`config.mk`:
```
export PLATFORM = sky130hd
export DESIGN_NAME = fsa_accum
export DESIGN_NICKNAME = d
export VERILOG_FILES = /design/src/rtl/fsa_pkg.sv /design/src/rtl/fsa_accum.sv
export VERILOG_INCLUDE_DIRS = /design/src /design/src/rtl
export SDC_FILE = /design/constraint.sdc
export NUM_CORES = 2
export LEC_CHECK = 0
export BUFFER_PORTS_ARGS = -buffer_cell sky130_fd_sc_hd__buf_2
export CORE_AREA = 8 8 219 274
export DETAILED_ROUTE_END_ITERATION = 10
export DIE_AREA = 0 0 227 282
export PLACE_DENSITY = 0.85
export SYNTH_ARGS = -nofsm -noshare
export SYNTH_HDL_FRONTEND = slang
export SYNTH_SLANG_ARGS = --single-unit
```
`constraint.sdc`:
```
create_clock -name clk -period 13.4 [get_ports clk]
set_clock_uncertainty 0.05 [all_clocks]
set_input_delay 0.67 -clock clk [delete_from_list [all_inputs] [get_ports clk]]
set_output_delay 0.67 -clock clk [all_outputs]
set_load 0.005 [all_outputs]
```
`src/rtl/field_statistics_accumulator_unit_defines.svh`:
```
// Assertion macros shared by the statistics accumulator RTL.
// Depends on nothing; included by the modules that assert.
`ifndef FIELD_STATISTICS_ACCUMULATOR_UNIT_DEFINES_SVH
`define FIELD_STATISTICS_ACCUMULATOR_UNIT_DEFINES_SVH
// implication checked every cycle outside reset
`define FSA_ASSERT_IMPL(label, ante, cons) \
  label: assert property (@(posedge clk) disable iff (!rst_n) (ante) |-> (cons)) \
    else $error("assertion failed");
// next-cycle implication
`define FSA_ASSERT_NEXT(label, ante, cons) \
  label: assert property (@(posedge clk) disable iff (!rst_n) (ante) |=> (cons)) \
    else $error("assertion failed");
`endif

```
`src/rtl/fsa_pkg.sv`:
```
// Shared types and constants for the statistics accumulator.
// No dependencies.
package fsa_pkg;
  localparam int SumW = 40;
  localparam int SqW  = 62;
  localparam int VarW = 79;

  // closed set handed from the accumulator to the finisher
  typedef struct packed {
    logic [15:0]          count;
    logic signed [23:0]   minimum;
    logic signed [23:0]   maximum;
    logic signed [SumW-1:0] sum;
    logic [SqW-1:0]       sqsum;
    logic                 overflow;
  } set_t;
endpackage

```
`src/rtl/fsa_accum.sv`:
```
// Front part: accepts samples one per cycle while in_stall is low, and keeps
// the running totals. Uses fsa_pkg. Emits one closed set per last item.
module fsa_accum #(
  parameter int MAX_COUNT    = 65535,
  parameter int SAMPLE_WIDTH = 24
) (
  input  logic                clk,
  input  logic                rst_n,
  input  logic                in_valid,
  output logic                in_stall,
  input  logic signed [23:0]  in_sample,
  input  logic                in_has_value,
  input  logic                in_last,
  output logic                set_valid,
  input  logic                set_stall,
  output fsa_pkg::set_t       set_data
);
  logic [15:0]                 cnt_r;
  logic signed [23:0]          min_r, max_r;
  logic signed [fsa_pkg::SumW-1:0] sum_r;
  logic [fsa_pkg::SqW-1:0]     sq_r;
  logic                        ovf_r;
  logic                        set_valid_r;
  fsa_pkg::set_t               set_r;

  logic signed [SAMPLE_WIDTH-1:0] raw;
  logic signed [23:0]          v;
  logic [23:0]                 mag;
  logic                        take, acc;
  logic [15:0]                 cnt_nxt;
  logic signed [23:0]          min_nxt, max_nxt;
  logic signed [fsa_pkg::SumW-1:0] sum_nxt;
  logic [fsa_pkg::SqW-1:0]     sq_nxt;
  logic                        ovf_nxt;

  assign in_stall = set_valid_r && set_stall;
  assign take     = in_valid && !in_stall;
  assign raw      = in_sample[SAMPLE_WIDTH-1:0];
  assign v        = 24'(raw);
  assign mag      = v[23] ? 24'(-v) : 24'(v);
  assign acc      = take && in_has_value && (32'(cnt_r) < 32'(MAX_COUNT));

  always_comb begin
    cnt_nxt = cnt_r;
    min_nxt = min_r;
    max_nxt = max_r;
    sum_nxt = sum_r;
    sq_nxt  = sq_r;
    ovf_nxt = ovf_r;
    if (acc) begin
      cnt_nxt = cnt_r + 16'd1;
      min_nxt = (cnt_r == 16'd0 || v < min_r) ? v : min_r;
      max_nxt = (cnt_r == 16'd0 || v > max_r) ? v : max_r;
      sum_nxt = sum_r + fsa_pkg::SumW'(v);
      sq_nxt  = sq_r + fsa_pkg::SqW'(mag * mag);
    end else if (take && in_has_value) begin
      ovf_nxt = 1'b1;
    end
  end

  always_ff @(posedge clk) begin
    if (!rst_n) begin
      cnt_r <= '0; min_r <= '0; max_r <= '0; sum_r <= '0; sq_r <= '0; ovf_r <= 1'b0;
      set_valid_r <= 1'b0;
    end else begin
      if (take && in_last) begin
        set_valid_r    <= 1'b1;
        set_r.count    <= cnt_nxt;
        set_r.minimum  <= min_nxt;
        set_r.maximum  <= max_nxt;
        set_r.sum      <= sum_nxt;
        set_r.sqsum    <= sq_nxt;
        set_r.overflow <= ovf_nxt;
        cnt_r <= '0; min_r <= '0; max_r <= '0; sum_r <= '0; sq_r <= '0; ovf_r <= 1'b0;
      end else begin
        if (set_valid_r && !set_stall) set_valid_r <= 1'b0;
        cnt_r <= cnt_nxt; min_r <= min_nxt; max_r <= max_nxt;
        sum_r <= sum_nxt; sq_r <= sq_nxt; ovf_r <= ovf_nxt;
      end
    end
  end

  assign set_valid = set_valid_r;
  assign set_data  = set_r;

`include "field_statistics_accumulator_unit_defines.svh"
  `FSA_ASSERT_IMPL(a_cnt_limit, 1'b1, 32'(cnt_r) <= 32'(MAX_COUNT))
  `FSA_ASSERT_NEXT(a_clear, take && in_last, cnt_r == 16'd0 && !ovf_r)
  `FSA_ASSERT_IMPL(a_order, cnt_r != 16'd0, min_r <= max_r)
endmodule

```
==> impl_metrics.json <==
{
  "crit_type": "in -> reg",
  "place_congestion": 0.983,
  "drive_gt1_share_pct": 10.0,
  "syn_area_um2": 33600,
  "antenna_left": 0,
  "clock-sinks": 335,
  "finalWirelength_mm": 92.5,
  "die_h_um": 282,
  "max_stage_delay_ps": 950,
  "drt_iter0_markers": 2046,
  "grt_use_total_pct": 29.3,
  "ys_types": 82,
  "finalCritPeriodShare_pct": 79.3,
  "maxSlewViolCount": 0,
  "r2r_cells": 16,
  "slew_headroom_pct": 23.6,
  "post_drt_via_cell_ratio": 5.78,
  "yosysTopAreaCell": "fa_1",
  "drc_errors": 0,
  "critPathMaxFanout": 15,
  "finalCriticalPeriod_ps": 10630,
  "crit_slowest_cell": "a2111oi_0",
  "wl_per_cell_um": 20.7,
  "synth.area.top_cells": "fa_1 28%, edfxtp_1 15%, dfxtp_1 10%",
  "fmax_mhz": 94.1,
  "tns_ps": 0,
  "cp.buffers_inverters": 9,
  "synth_seq_cells": 335,
  "cp-end-kind": "flip-flop",
  "hpwl_mm": 70.4,
  "worstPathArrival_ps": 11060,
  "grt_setup_unrepaired": "no",
  "synth.most_common_cell": "inv_1",
  "clock_latency_ps": 580,
  "grt_pass1_wl_mm": 145,
  "cts_resized": 0,
  "htree_num_levels": 2,
  "final_hold_viol_count": 0,
  "cts_tree": "done",
  "nNetsFinal": 4456,
  "globalRouteOverflowTotal": 0,
  "whs_path_depth": 3,
  "antenna_found_initial": 0,
  "yosys.area.top_type_share_pct": 28.2,
  "final_cell_area_um2": 36600,
  "synth_commonest_cells": "760 x inv_1, 473 x fa_1, 400 x nand2_1",
  "critPathTopFamily": "adder cells",
  "grt_pass1_vias": 27600,
  "cp.required_ps": 13830,
  "setup_viol": 0,
  "status": "finished, final reports clean",
  "die_w_um": 227,
  "ios": 199,
  "area_delta_synth_final_pct": 9.04,
  "start_util_pct": 60.4,
  "tightestPinTransition_ps": 1140,
  "cts_hold_buf": 0,
  "num_antenna_cells": 0,
  "post_cts_buffers": 0,
  "worst-path-stages": 33,
  "cts_buffer_depth": 3,
  "holdCritPathClass": "in -> reg",
  "numPortBuffers": 198,
  "stdcell_count": 4458,
  "die_area_um2": 64000,
  "synth_edf_count": 167,
  "cts_buffers": 36,
  "maxCapViolations": 0,
  "ys_async_sr_fraction_pct": 0,
  "grt_max_degree": 78,
  "startpoint_type": "primary input",
  "syn_inst": 3525,
  "postPlaceCellArea_um2": 35400,
  "ys_seq_area_share_pct": 25.0,
  "clkTransAtPathRegs_ps": 70,
  "coreArea_um2": 55600,
  "rows": 97,
  "avgSynthCellArea_um2": 9.52,
  "cts_root_buffer": "clkbuf_16",
  "fillers": 4314,
  "ys.warnings.count": 0,
  "synth-main-ff-cell": "dfxtp_1",
  "num_vias": 25800,
  "placedCellCount": 4392,
  "first_pass_iters": 6
}
flip-flops by register name, indices dropped and copies added (netlist names):
name and cells:
min_r 24, max_r 24, ovf_r 1, cnt_r 16, sq_r 62, sum_r 40
set_data 167, set_valid 1
worst min-delay path: stages:
cell	delay [ps]
buf_2	130
nand2_1	70
a21oi_1	90
placed cells by master (no fill, tap or decap), drive strengths merged, types with 66 or more instances in the layout:
master / Yosys / routed
inv: 764 / 767
fa: 473 / 473
nand2: 402 / 402
ha: 265 / 265
buf: 28 / 228
nor2: 173 / 173
dfxtp: 168 / 168
edfxtp: 167 / 167
a21oi: 149 / 149
and2: 126 / 126
o21ai: 110 / 110
xnor2: 78 / 78
a21o: 66 / 66
worst paths after layout:
kind | from | endpoint | slack [ps]
hold / removal | in_last | set_valid | 390
hold reg to reg | sum_r[9] | sum_r[9] | 440
setup reg to reg | sq_r[14] | set_data[49] | 7700
setup / recovery | in_sample[0] | sq_r[45] | 2770
logic make-up after synthesis:
logic type,count (synthesis),share of synthesized area (%)
simple gates,899,12.4
buf+inv,886,10.0
fa+ha+maj,738,38.1
compound gates,478,8.99
flops,335,25.0
xor+xnor,123,3.42
mux,64,2.10
other cells,2,0.0224
layout make-up:
type	count	area [µm²]	share of cell area [%]
Multi-Input combinational cell	2320	22000	60.0
Sequential cell	335	8380	22.9
Inverter	767	2880	7.87
Timing Repair Buffer	228	1220	3.32
Clock buffer	45	966	2.64
Tap cell	742	928	2.54
Clock inverter	21	263	0.718
metrics by stage:
stage / hold WS [ps] / util [%] / setup slack (ps)
3_3_place_gp: 413 / 63.6 / 2670
5_1_grt: 391 / 65.8 / 2250
3_5_place_dp: 420 / 63.6 / 2370
2_1_floorplan: 401 / - / 3830
4_1_cts: 373 / 65.8 / 2970
6_report: 392 / 65.8 / 2770
layer usage:
metal  vias to the layer above  GRT usage, %  routed length (µm)
li1                      11500             -                   -
met1                     12700          32.9               31900
met2                      1173          51.0               46300
met3                       416          5.96                7710
met4                         0          17.4                6500
met5                         -             0                   0
Power is not shown: default switching activity piles up to over one toggle a cycle in this logic, so the estimate is an artifact.
